**src/hdl/sqd_pkg.sv**
```systemverilog
`timescale 1ns / 1ps
// ============================================================================
// sqd_pkg
// Types and codes shared by the shortest-queue dispatcher.
// ============================================================================
package sqd_pkg;

    // Command kinds
    localparam logic KIND_ENQUEUE = 1'b0;
    localparam logic KIND_RELEASE = 1'b1;

    // Result status codes
    localparam logic [1:0] ST_QUEUED   = 2'd0;
    localparam logic [1:0] ST_FULL     = 2'd1;
    localparam logic [1:0] ST_RELEASED = 2'd2;
    localparam logic [1:0] ST_BADIDX   = 2'd3;

    typedef struct packed {
        logic        kind;
        logic [15:0] client_tag;
        logic [3:0]  server_sel;
    } cmd_t;

    typedef struct packed {
        logic [1:0]  status;
        logic [3:0]  chosen_desk;
        logic [15:0] served_client;
        logic        slot_busy;
    } rsp_t;

    typedef enum logic {
        FSM_IDLE,
        FSM_FETCH
    } fsm_state_t;

endpackage

```
**src/hdl/shortest_queue_dispatcher_core.sv**
```systemverilog
`timescale 1ns / 1ps
// ============================================================================
// shortest_queue_dispatcher_core
// Join-shortest-queue dispatcher: one bounded FIFO per server held in a
// shared RAM, plus per-server head pointers and fill counts in flops.
// ============================================================================
//
//  channel   direction  handshake            payload
//  -------   ---------  -------------------  --------------------
//  command   in         start & !busy        cmd  (sqd_pkg::cmd_t)
//  result    out        done, one cycle      rsp  (sqd_pkg::rsp_t)
//
// An enqueue, a release of an empty queue or a bad server index gives
//   its result in the cycle after accept, and the next item may be
//   accepted right away (one item per cycle while busy stays low).
// A release that pops its queue reads the head from the queue RAM, whose
//   read data is registered; busy is high for a single cycle, in FETCH,
//   and the result is registered from FETCH; no item is accepted while busy.
// Reset clears all counts, heads and the controller; queue RAM contents
//   need no clearing since an entry is read only after it was pushed.
// The receiver cannot stall: done is a one-cycle strobe.
//
module shortest_queue_dispatcher_core #(
    parameter int NUM_SERVERS = 4,
    parameter int QUEUE_DEPTH = 8
) (
    input  logic          clk,
    input  logic          rst_n,
    input  logic          start,
    output logic          busy,
    input  sqd_pkg::cmd_t cmd,
    output logic          done,
    output sqd_pkg::rsp_t rsp
);

    // Width of a server index, a fill count, a head pointer and a RAM address
    localparam int SW    = (NUM_SERVERS > 1) ? $clog2(NUM_SERVERS) : 1;
    localparam int CW    = $clog2(QUEUE_DEPTH + 1);
    localparam int HW    = (QUEUE_DEPTH > 1) ? $clog2(QUEUE_DEPTH) : 1;
    localparam int TW    = CW + 1;
    localparam int DEPTH = NUM_SERVERS * QUEUE_DEPTH;
    localparam int AW    = (DEPTH > 1) ? $clog2(DEPTH) : 1;

    // ------------------------------------------------------------------
    // State
    // ------------------------------------------------------------------
    sqd_pkg::fsm_state_t state_reg, state_next;
    logic [CW-1:0]       count_reg  [NUM_SERVERS];
    logic [CW-1:0]       count_next [NUM_SERVERS];
    logic [HW-1:0]       head_reg   [NUM_SERVERS];
    logic [HW-1:0]       head_next  [NUM_SERVERS];
    logic [3:0]          fetch_desk_reg, fetch_desk_next;
    sqd_pkg::rsp_t       rsp_reg, rsp_next;
    logic                done_reg, done_next;

    // ------------------------------------------------------------------
    // Queue RAM
    // ------------------------------------------------------------------
    logic          ram_we;
    logic [AW-1:0] ram_waddr;
    logic          ram_re;
    logic [AW-1:0] ram_raddr;
    logic [15:0]   ram_rdata;

    sqd_ram #(
        .WIDTH (16),
        .DEPTH (DEPTH)
    ) u_queue_ram (
        .clk   (clk),
        .we    (ram_we),
        .waddr (ram_waddr),
        .wdata (cmd.client_tag),
        .re    (ram_re),
        .raddr (ram_raddr),
        .rdata (ram_rdata)
    );

    // ------------------------------------------------------------------
    // Shortest non-full queue, lowest index on a tie
    // ------------------------------------------------------------------
    logic [SW-1:0] best;
    logic [CW-1:0] best_count;
    logic          found;

    always_comb
    begin
        best       = '0;
        best_count = '1;
        found      = 1'b0;
        for (int i = 0; i < NUM_SERVERS; i++)
        begin
            if (count_reg[i] != CW'(QUEUE_DEPTH) &&
                (!found || count_reg[i] < best_count))
            begin
                best       = SW'(i);
                best_count = count_reg[i];
                found      = 1'b1;
            end
        end
    end

    // Server touched by this command: the chosen queue or the released desk
    logic          desk_ok;
    logic [SW-1:0] sel;
    logic [CW-1:0] sel_count;
    logic [HW-1:0] sel_head;
    logic [TW-1:0] tail_sum;
    logic [HW-1:0] tail;
    logic [HW-1:0] head_inc;
    logic [AW-1:0] sel_base;

    assign desk_ok   = {1'b0, cmd.server_sel} < 5'(NUM_SERVERS);
    assign sel       = (cmd.kind == sqd_pkg::KIND_ENQUEUE) ? best : cmd.server_sel[SW-1:0];
    assign sel_count = count_reg[sel];
    assign sel_head  = head_reg[sel];
    assign sel_base  = AW'(sel) * AW'(QUEUE_DEPTH);

    // head + count stays below twice the depth: one compare and subtract
    assign tail_sum  = TW'(sel_head) + TW'(sel_count);
    assign tail      = (tail_sum >= TW'(QUEUE_DEPTH)) ? HW'(tail_sum - TW'(QUEUE_DEPTH))
                                                      : HW'(tail_sum);
    assign head_inc  = (sel_head == HW'(QUEUE_DEPTH - 1)) ? '0 : HW'(sel_head + 1'b1);

    // ------------------------------------------------------------------
    // Controller
    // ------------------------------------------------------------------
    always_comb
    begin
        state_next      = state_reg;
        count_next      = count_reg;
        head_next       = head_reg;
        fetch_desk_next = fetch_desk_reg;
        rsp_next        = rsp_reg;
        done_next       = 1'b0;
        ram_we          = 1'b0;
        ram_waddr       = sel_base + AW'(tail);
        ram_re          = 1'b0;
        ram_raddr       = sel_base + AW'(sel_head);

        unique case (state_reg)
            sqd_pkg::FSM_IDLE:
            begin
                if (start)
                begin
                    done_next              = 1'b1;
                    rsp_next.served_client = '0;
                    rsp_next.slot_busy     = 1'b0;
                    if (cmd.kind == sqd_pkg::KIND_ENQUEUE)
                    begin
                        if (found)
                        begin
                            ram_we               = 1'b1;
                            count_next[sel]      = sel_count + 1'b1;
                            rsp_next.status      = sqd_pkg::ST_QUEUED;
                            rsp_next.chosen_desk = 4'(best);
                        end
                        else
                        begin
                            rsp_next.status      = sqd_pkg::ST_FULL;
                            rsp_next.chosen_desk = '0;
                        end
                    end
                    else if (!desk_ok)
                    begin
                        rsp_next.status      = sqd_pkg::ST_BADIDX;
                        rsp_next.chosen_desk = cmd.server_sel;
                    end
                    else
                    begin
                        rsp_next.status      = sqd_pkg::ST_RELEASED;
                        rsp_next.chosen_desk = cmd.server_sel;
                        if (sel_count != '0)
                        begin
                            // pop the head; result waits for the RAM read
                            done_next       = 1'b0;
                            ram_re          = 1'b1;
                            head_next[sel]  = head_inc;
                            count_next[sel] = sel_count - 1'b1;
                            fetch_desk_next = cmd.server_sel;
                            state_next      = sqd_pkg::FSM_FETCH;
                        end
                    end
                end
            end

            sqd_pkg::FSM_FETCH:
            begin
                done_next              = 1'b1;
                rsp_next.status        = sqd_pkg::ST_RELEASED;
                rsp_next.chosen_desk   = fetch_desk_reg;
                rsp_next.served_client = ram_rdata;
                rsp_next.slot_busy     = 1'b1;
                state_next             = sqd_pkg::FSM_IDLE;
            end

            default:
            begin
                state_next = sqd_pkg::FSM_IDLE;
            end
        endcase
    end

    always_ff @(posedge clk or negedge rst_n)
    begin
        if (!rst_n)
        begin
            state_reg <= sqd_pkg::FSM_IDLE;
            done_reg  <= 1'b0;
            for (int i = 0; i < NUM_SERVERS; i++)
            begin
                count_reg[i] <= '0;
                head_reg[i]  <= '0;
            end
        end
        else
        begin
            state_reg <= state_next;
            done_reg  <= done_next;
            count_reg <= count_next;
            head_reg  <= head_next;
        end
    end

    // Payload registers, no reset
    always_ff @(posedge clk)
    begin
        rsp_reg        <= rsp_next;
        fetch_desk_reg <= fetch_desk_next;
    end

    assign busy = (state_reg == sqd_pkg::FSM_FETCH);
    assign done = done_reg;
    assign rsp  = rsp_reg;

endmodule

```
**src/hdl/sqd_ram.sv**
```systemverilog
`timescale 1ns / 1ps
// ============================================================================
// sqd_ram
// Simple dual-port RAM, one write and one read port, registered read data.
// ============================================================================
module sqd_ram #(
    parameter int WIDTH = 16,
    parameter int DEPTH = 32
) (
    input  logic                               clk,
    input  logic                               we,
    input  logic [(DEPTH > 1 ? $clog2(DEPTH) : 1)-1:0] waddr,
    input  logic [WIDTH-1:0]                   wdata,
    input  logic                               re,
    input  logic [(DEPTH > 1 ? $clog2(DEPTH) : 1)-1:0] raddr,
    output logic [WIDTH-1:0]                   rdata
);

    logic [WIDTH-1:0] mem [DEPTH];
    logic [WIDTH-1:0] rdata_reg;

    always_ff @(posedge clk)
    begin
        if (we)
        begin
            mem[waddr] <= wdata;
        end
        if (re)
        begin
            rdata_reg <= mem[raddr];
        end
    end

    assign rdata = rdata_reg;

endmodule

```
**config.mk**
```make
export PLATFORM = sky130hd
export DESIGN_NAME = shortest_queue_dispatcher_core
export DESIGN_NICKNAME = d
export VERILOG_FILES = /design/src/hdl/sqd_pkg.sv /design/src/hdl/shortest_queue_dispatcher_core.sv /design/src/hdl/sqd_ram.sv
export SDC_FILE = /design/constraint.sdc
export NUM_CORES = 1
export LEC_CHECK = 0
export ABC_AREA = 1
export CORE_AREA = 2 2 207 209
export DETAILED_ROUTE_END_ITERATION = 6
export DIE_AREA = 0 0 209 211
export DONT_BUFFER_PORTS = 1
export PLACE_DENSITY = 0.79
export SETUP_SLACK_MARGIN = 0.5
export SKIP_CTS_REPAIR_TIMING = 1
export SYNTH_ARGS = -nofsm -noshare
export SYNTH_HDL_FRONTEND = slang
export SYNTH_SLANG_ARGS = --single-unit
export TNS_END_PERCENT = 5
```
**constraint.sdc**
```tcl
create_clock -name clk -period 7 [get_ports clk]
set_input_delay 0.7 -clock clk [delete_from_list [all_inputs] [get_ports clk]]
set_output_delay 0.7 -clock clk [all_outputs]
set_load 0.05 [all_outputs]
```
Word level (Yosys, flattened, before mapping)
Memories as Yosys holds them, arrays and structs flattened. A register that Yosys moved wholly into a read port is not among the register bits.
Index checks and enable logic that the tools add are counted.

word-level totals
  bits in registers = 57
  memory bits (writable) = 512
  output and inout bits = 25
  word-level logic and storage cells = 106
  memories = 1

cells by class
  add/sub/neg operators = 7
  order comparisons = 7
  equality and inequality tests = 8
  multiplexer cells = 52
  bitwise gates (word level) = 2
  reductions and logical operators = 14

memories
  memory           words  bits a word  rd ports  clocked after Yosys merged registers in  wr ports  line           source
  u_queue_ram.mem  32     16           1         1                                        1         sqd_ram.sv:19  logic [WIDTH-1:0] mem [DEPTH];

operators with widths
  kind                                                        count
  two-way mux 16 bit                                          4
  case mux 23 bit (2 select lines)                            1
  bitwise mux 16 bit                                          2
  two-way mux 4 bit                                           6
  two-way mux 23 bit                                          1
  two-way mux 1 bit                                           20
  != test 4 bit, second input constant                        4
  two-way mux 3 bit                                           5
  bitwise mux 12 bit                                          1
  less-than comparator 4 bit                                  3
  adder 5 x 3 -> 5 bit                                        2
  two-way mux 5 bit                                           2
  AND reduction 5 bit                                         2
  binary-select mux 4 bit (select 2 bit)                      1
  demux 4 bit (select 2 bit)                                  1
  binary-select mux 3 bit (select 2 bit)                      1
  demux 3 bit (select 2 bit)                                  1
  two-way mux 2 bit                                           3
  two-way mux 6 bit                                           1
  adder 3 x 4 -> 5 bit                                        1
  >= comparator 5 x 4 -> 1 bit, second input constant         1
  adder 4 x 1 -> 4 bit, second input constant                 1
  logical AND 1 bit                                           4
  less-than comparator 4 x 3 -> 1 bit, second input constant  1
  other kinds (15)                                            21

Depth between registers and ports, before layout
  depth after elaboration = 25
  gate-level depth with buffers = 47

Hierarchy
From an unflattened synthesis, not the netlist that was laid out.

unflattened totals
  cell total of the unflattened synthesis = 2198
  area, all modules = 24798.8 sq um

modules (own cells, without submodules)
  module                          instances  cells an instance  area an instance (sq um)  seq. area each (sq um)
  sqd_ram                         1          1794               21461.8                   15855.2
  shortest_queue_dispatcher_core  1          404                3337.0                    1561.5

Worst setup path before layout
No wires, ideal clock.

  path type = flip-flop to flip-flop
  start point = register count_reg[15] (netlist name)
  end point = memory u_queue_ram.mem[28][0] (enable)
  library setup time = 0.388 ns
  arrival = 5.099 ns
  slack = 1.513 ns
  cell stages (with the launch flop) = 42
  period minus slack after synthesis = 5.487 ns
  path through = dfrtp_1 -> inv_2 -> ha_1 -> inv_1 -> o21bai_1 -> inv_1 -> nand2_1 -> nand2_1 -> nand2_2 -> inv_1 -> o21ai_0 -> ha_1 -> nand2_1 -> nand2_1 -> nand2_1 -> nand2_1 -> nand2_2 -> nand2_4 -> [... 6 more ...] -> nand2_1 -> nand2_1 -> nand2_1 -> buf_6 -> nand3b_1 -> nand2_1 -> inv_2 -> nand2_1 -> buf_4 -> buf_4 -> fa_1 -> inv_1 -> nand2_1 -> nand2_1 -> nand2_1 -> nand2_1 -> nand2_1 -> nor2_1

on the way
  longest elaborated chain between the ends = 23

RTL lines
  what                                                                                                     line                                                                          source
  start: declaration                                                                                       shortest_queue_dispatcher_core.sv:48                                          logic [CW-1:0] count_reg [NUM_SERVERS];
  start signal: assignment                                                                                 shortest_queue_dispatcher_core.sv:219                                         count_reg <= count_next;
  != test 4 bit                                                                                            shortest_queue_dispatcher_core.sv:92                                          if (count_reg[i] != CW'(QUEUE_DEPTH) &&
  two-way mux 4 bit / two-way mux 1 bit (equally long branches)                                            shortest_queue_dispatcher_core.sv:92
  less-than comparator 4 bit / logical NOT 1 bit (equally long branches)                                   shortest_queue_dispatcher_core.sv:93                                          (!found || count_reg[i] < best_count))
  logical OR 1 bit                                                                                         shortest_queue_dispatcher_core.sv:93
  logical AND 1 bit                                                                                        shortest_queue_dispatcher_core.sv:92
  two-way mux 4 bit / two-way mux 1 bit (equally long branches)                                            shortest_queue_dispatcher_core.sv:92
  less-than comparator 4 bit / logical NOT 1 bit (equally long branches)                                   shortest_queue_dispatcher_core.sv:93
  logical OR 1 bit                                                                                         shortest_queue_dispatcher_core.sv:93
  [... 6 more ...]                                                                                         -
  two-way mux 2 bit                                                                                        shortest_queue_dispatcher_core.sv:113                                         assign sel = (cmd.kind == sqd_pkg::KIND_ENQUEUE) ? best : cmd.server_sel[SW-1:0];
  inverter 2 -> 3 bit (not written as such)                                                                shortest_queue_dispatcher_core.sv:114, shortest_queue_dispatcher_core.sv:115
  binary-select mux 3 bit (select 2 bit) / binary-select mux 4 bit (select 2 bit) (equally long branches)  shortest_queue_dispatcher_core.sv:115, shortest_queue_dispatcher_core.sv:114
  two-way mux 3 bit (not written as such) / two-way mux 4 bit (equally long branches) (2 in series)        shortest_queue_dispatcher_core.sv:115, shortest_queue_dispatcher_core.sv:114
  adder 3 x 4 -> 5 bit                                                                                     shortest_queue_dispatcher_core.sv:119                                         assign tail_sum = TW'(sel_head) + TW'(sel_count);
  >= comparator 5 x 4 -> 1 bit / subtractor 3 x 1 -> 3 bit (equally long branches)                         shortest_queue_dispatcher_core.sv:120                                         assign tail = (tail_sum >= TW'(QUEUE_DEPTH)) ? HW'(tail_sum - TW'(QUEUE_DEPTH))
  two-way mux 3 bit                                                                                        shortest_queue_dispatcher_core.sv:120
  adder 5 x 3 -> 5 bit                                                                                     shortest_queue_dispatcher_core.sv:136                                         ram_waddr = sel_base + AW'(tail);
  end: declaration                                                                                         sqd_ram.sv:19

Parallel ways exist; a longest one is shown, timed or not. The select of a mux whose other input is x is not followed.

Final worst setup path
  start point = register count_reg[13] (netlist name)
  end point = register u_queue_ram.rdata_reg[1] (netlist: u_queue_ram.rdata[1]), read port of u_queue_ram.mem, data pin

on the way
  longest elaborated chain between the ends = 25

RTL lines
  what                                                                    line                                   source
  != test 4 bit                                                           shortest_queue_dispatcher_core.sv:92
  two-way mux 4 bit / two-way mux 1 bit (equally long branches)           shortest_queue_dispatcher_core.sv:92
  less-than comparator 4 bit / logical NOT 1 bit (equally long branches)  shortest_queue_dispatcher_core.sv:93
  logical OR 1 bit                                                        shortest_queue_dispatcher_core.sv:93
  logical AND 1 bit                                                       shortest_queue_dispatcher_core.sv:92
  two-way mux 4 bit / two-way mux 1 bit (equally long branches)           shortest_queue_dispatcher_core.sv:92
  less-than comparator 4 bit / logical NOT 1 bit (equally long branches)  shortest_queue_dispatcher_core.sv:93
  logical OR 1 bit                                                        shortest_queue_dispatcher_core.sv:93
  [... 8 more ...]                                                        -
  binary-select mux 4 bit (select 2 bit)                                  shortest_queue_dispatcher_core.sv:114  assign sel_count = count_reg[sel];
  two-way mux 4 bit (not written as such) (2 in series)                   shortest_queue_dispatcher_core.sv:114
  nonzero test 4 bit                                                      shortest_queue_dispatcher_core.sv:172  if (sel_count != '0)
  two-way mux 1 bit                                                       shortest_queue_dispatcher_core.sv:172
  two-way mux 1 bit                                                       shortest_queue_dispatcher_core.sv:163  else if (!desk_ok)
  two-way mux 1 bit                                                       shortest_queue_dispatcher_core.sv:148  if (cmd.kind == sqd_pkg::KIND_ENQUEUE)
  two-way mux 1 bit                                                       shortest_queue_dispatcher_core.sv:143  if (start)
  two-way mux 1 bit                                                       shortest_queue_dispatcher_core.sv:140  unique case (state_reg)
  end: declaration                                                        sqd_ram.sv:20                          logic [WIDTH-1:0] rdata_reg;

Parallel ways exist; a longest one is shown, timed or not. The select of a mux whose other input is x is not followed.
A chain may end at the register's enable or synchronous reset.

==> results_dict.tcl <==
set metrics [dict create \
    overflow 0 \
    grt_pass1_wl_um 103000 \
    routed_wirelength_um 68900 \
    antenna_found_initial 0 \
    grt_max_degree 166 \
    arrival_ns 6.58 \
    grt_pass1_vias 17700 \
    cp_slowest_cell "buf_6" \
    root_buffer "clkbuf_16" \
    clockBufferDepth 3 \
    final_hold_viol_count 0 \
    seq_area_frac_synth_pct 65.9 \
    post_dp_cell_area_sq_um 26900 \
    synth_cell_type_count 31 \
    dieArea_sq_um 44100 \
    cp-start-kind "flop" \
    crit_required_ns 7.37 \
    h-tree-depth 2 \
    syn-instance-count 2442 \
    path_common_cell "nand2_1" \
    hp-class "in2reg" \
    detail_route.iter0.violations 3256 \
    dp_hpwl_um 39300 \
    core_area_sq_um 41800 \
    drv_cap 0 \
    fp.dieW_um 209 \
    ant_nets 0 \
    status "finished clean" \
    period_needed_ns 6.21 \
    preCtsSetupSlack_ns 0.274 \
    setup_ws_ns 0.792 \
    synth_top_flop_cell "edfxtp_1" \
    final_cell_area_sq_um 29000 \
    n_antenna_cell 0 \
    layout_commonest_cell "edfxtp_1" \
    slew_headroom_pct 23.7 \
    worst_setup_path_end_kind "flop" \
    nNetsFinal 2456 \
    clkTransAtPathRegs_ns 0.07 \
    via_per_inst 6.17 \
    final_cell_mix "edfxtp_1 (555), nand3_1 (489), nand2_1 (476), inv_1 (363), nand3b_1 (244)" \
    synthArstFlopShare_pct 5.13 \
    syn2layout_area_growth_pct 9.55 \
    slowest_delay_ns 0.69 \
    finalClockSkew_ns 0.0153 \
    synth_edf_count 555 \
    tightest_slew_ns 1.14 \
    routabilityCongestion 0.905 \
    worstSetupPathType "reg2reg" \
    yosysTopAreaCell "edfxtp_1" \
    mappedNetlistArea_sq_um 26400 \
    cts_buffers 57 \
    path_max_fanout 165 \
    grt_use_total_pct 31.2 \
    firstDrtPassIters 6 \
    wl_per_cell_um 22.9 \
    ys.warnings.count 0 \
    max_freq_mhz 161 \
    fin_crit_sh_pct 88.7 \
    syn-num-nets 2476 \
    synthTopCellsByArea "edfxtp_1 (63%), nand3_1 (9.3%), nand3b_1 (6.9%)" \
    yosys_register_bits 585 \
    die_y_um 211 \
    yosysTopAreaCellShare_pct 63.1 \
    cts_sinks 585 \
    slew_viol_final 0 \
    vias 18600 \
    rsz0062_at_grt "yes" \
    largest_register_ffs 512 \
    drive_above_1_share_pct 7.89 \
    num_rows 75 \
    setup_violations 0 \
    clk_latency_ns 0.62 \
    finalSetupTns_ns 0 \
    ioPinCount 49 \
    port_buffers 0 \
    syn_area_per_cell_sq_um 10.8 \
    post-route-drc-count 0 \
    start_util_pct 63.3 \
    cts_tree "done" \
]
## worst paths after layout
| path | endpoint | from | depth (start not counted) | slack, ns |
|---|---|---|---|---|
| worst max-delay path | u_queue_ram.rdata[1]$_DFFE_PP_ | count_reg[13]$_DFFE_PN0P_ | 40 | 0.79 |
| worst min-delay path | u_queue_ram.mem[1][4]$_DFFE_PP_ | cmd[8] | 0 | 0.18 |
| worst max register to register | u_queue_ram.rdata[1]$_DFFE_PP_ | count_reg[13]$_DFFE_PN0P_ | 40 | 0.79 |
| worst min register to register | head_reg[8]$_DFFE_PN0P_ | head_reg[8]$_DFFE_PN0P_ | 2 | 0.49 |
| max in group asynchronous | head_reg[5]$_DFFE_PN0P_ | rst_n | 2 | 6.28 |
| min in group asynchronous | count_reg[5]$_DFFE_PN0P_ | rst_n | 2 | 0.55 |
## final cells by class
cell class / instances / area [sq um]
flip-flops and latches: 585 / 17400
fillers: 2828 / 12800
multi-input cells: 1348 / 7010
clock buffers: 74 / 1580
inverters: 373 / 1400
well taps: 539 / 674
repair buffers: 57 / 532
clock inverters: 33 / 338
## worst max-delay path: cells and delay by family (launching register included)
kind                       cells  cell delay, ns
and+or+nand+nor               30            2.90
buffers and inverters          6            1.56
adders and majority gates      2            0.61
DFF                            1            0.40
AOI/OAI and AO/OA              2            0.33
## stage by stage
stage,cells,utilization (%),hold slack (ns)
final,3009,69.3,0.176
after floorplan,2442,-,0.404
after global routing,3009,69.3,0.157
after CTS,3004,68.9,-0.237
after global placement,2897,64.3,0.405
after detailed placement,2897,64.3,0.406
## synthesized netlist by cell type, types with 8 or more instances
| cell | instances |
|---|---|
| edfxtp_1 | 555 |
| nand3_1 | 492 |
| nand2_1 | 483 |
| inv_1 | 363 |
| nand3b_1 | 244 |
| buf_2 | 93 |
| nor2_1 | 53 |
| dfrtp_1 | 30 |
| buf_4 | 26 |
| o21ai_1 | 14 |
| clkbuf_1 | 12 |
| inv_2 | 10 |
| ha_1 | 9 |
| o21ai_0 | 9 |
| a21oi_1 | 8 |
## routing by layer
layer	wire [um]	up-vias	share of wire, %	GRT usage (%)
li1	-	8209	-	-
met1	26200	8861	38	43.9
met2	31500	1302	46	47.9
met3	8470	183	12	6.66
met4	2780	0	4.0	13.2
met5	0	-	0	0
## cells by family after synthesis
family | share of synthesized area [%]
and+or+nand+nor | 24.7
DFF | 65.9
buffers and inverters | 8.22
AOI/OAI and AO/OA | 0.696
adders and majority gates | 0.502
xor gates and xnor gates | 0.0331
Power is not shown: default switching activity piles up to over one toggle a cycle in this logic, so the estimate is an artifact.
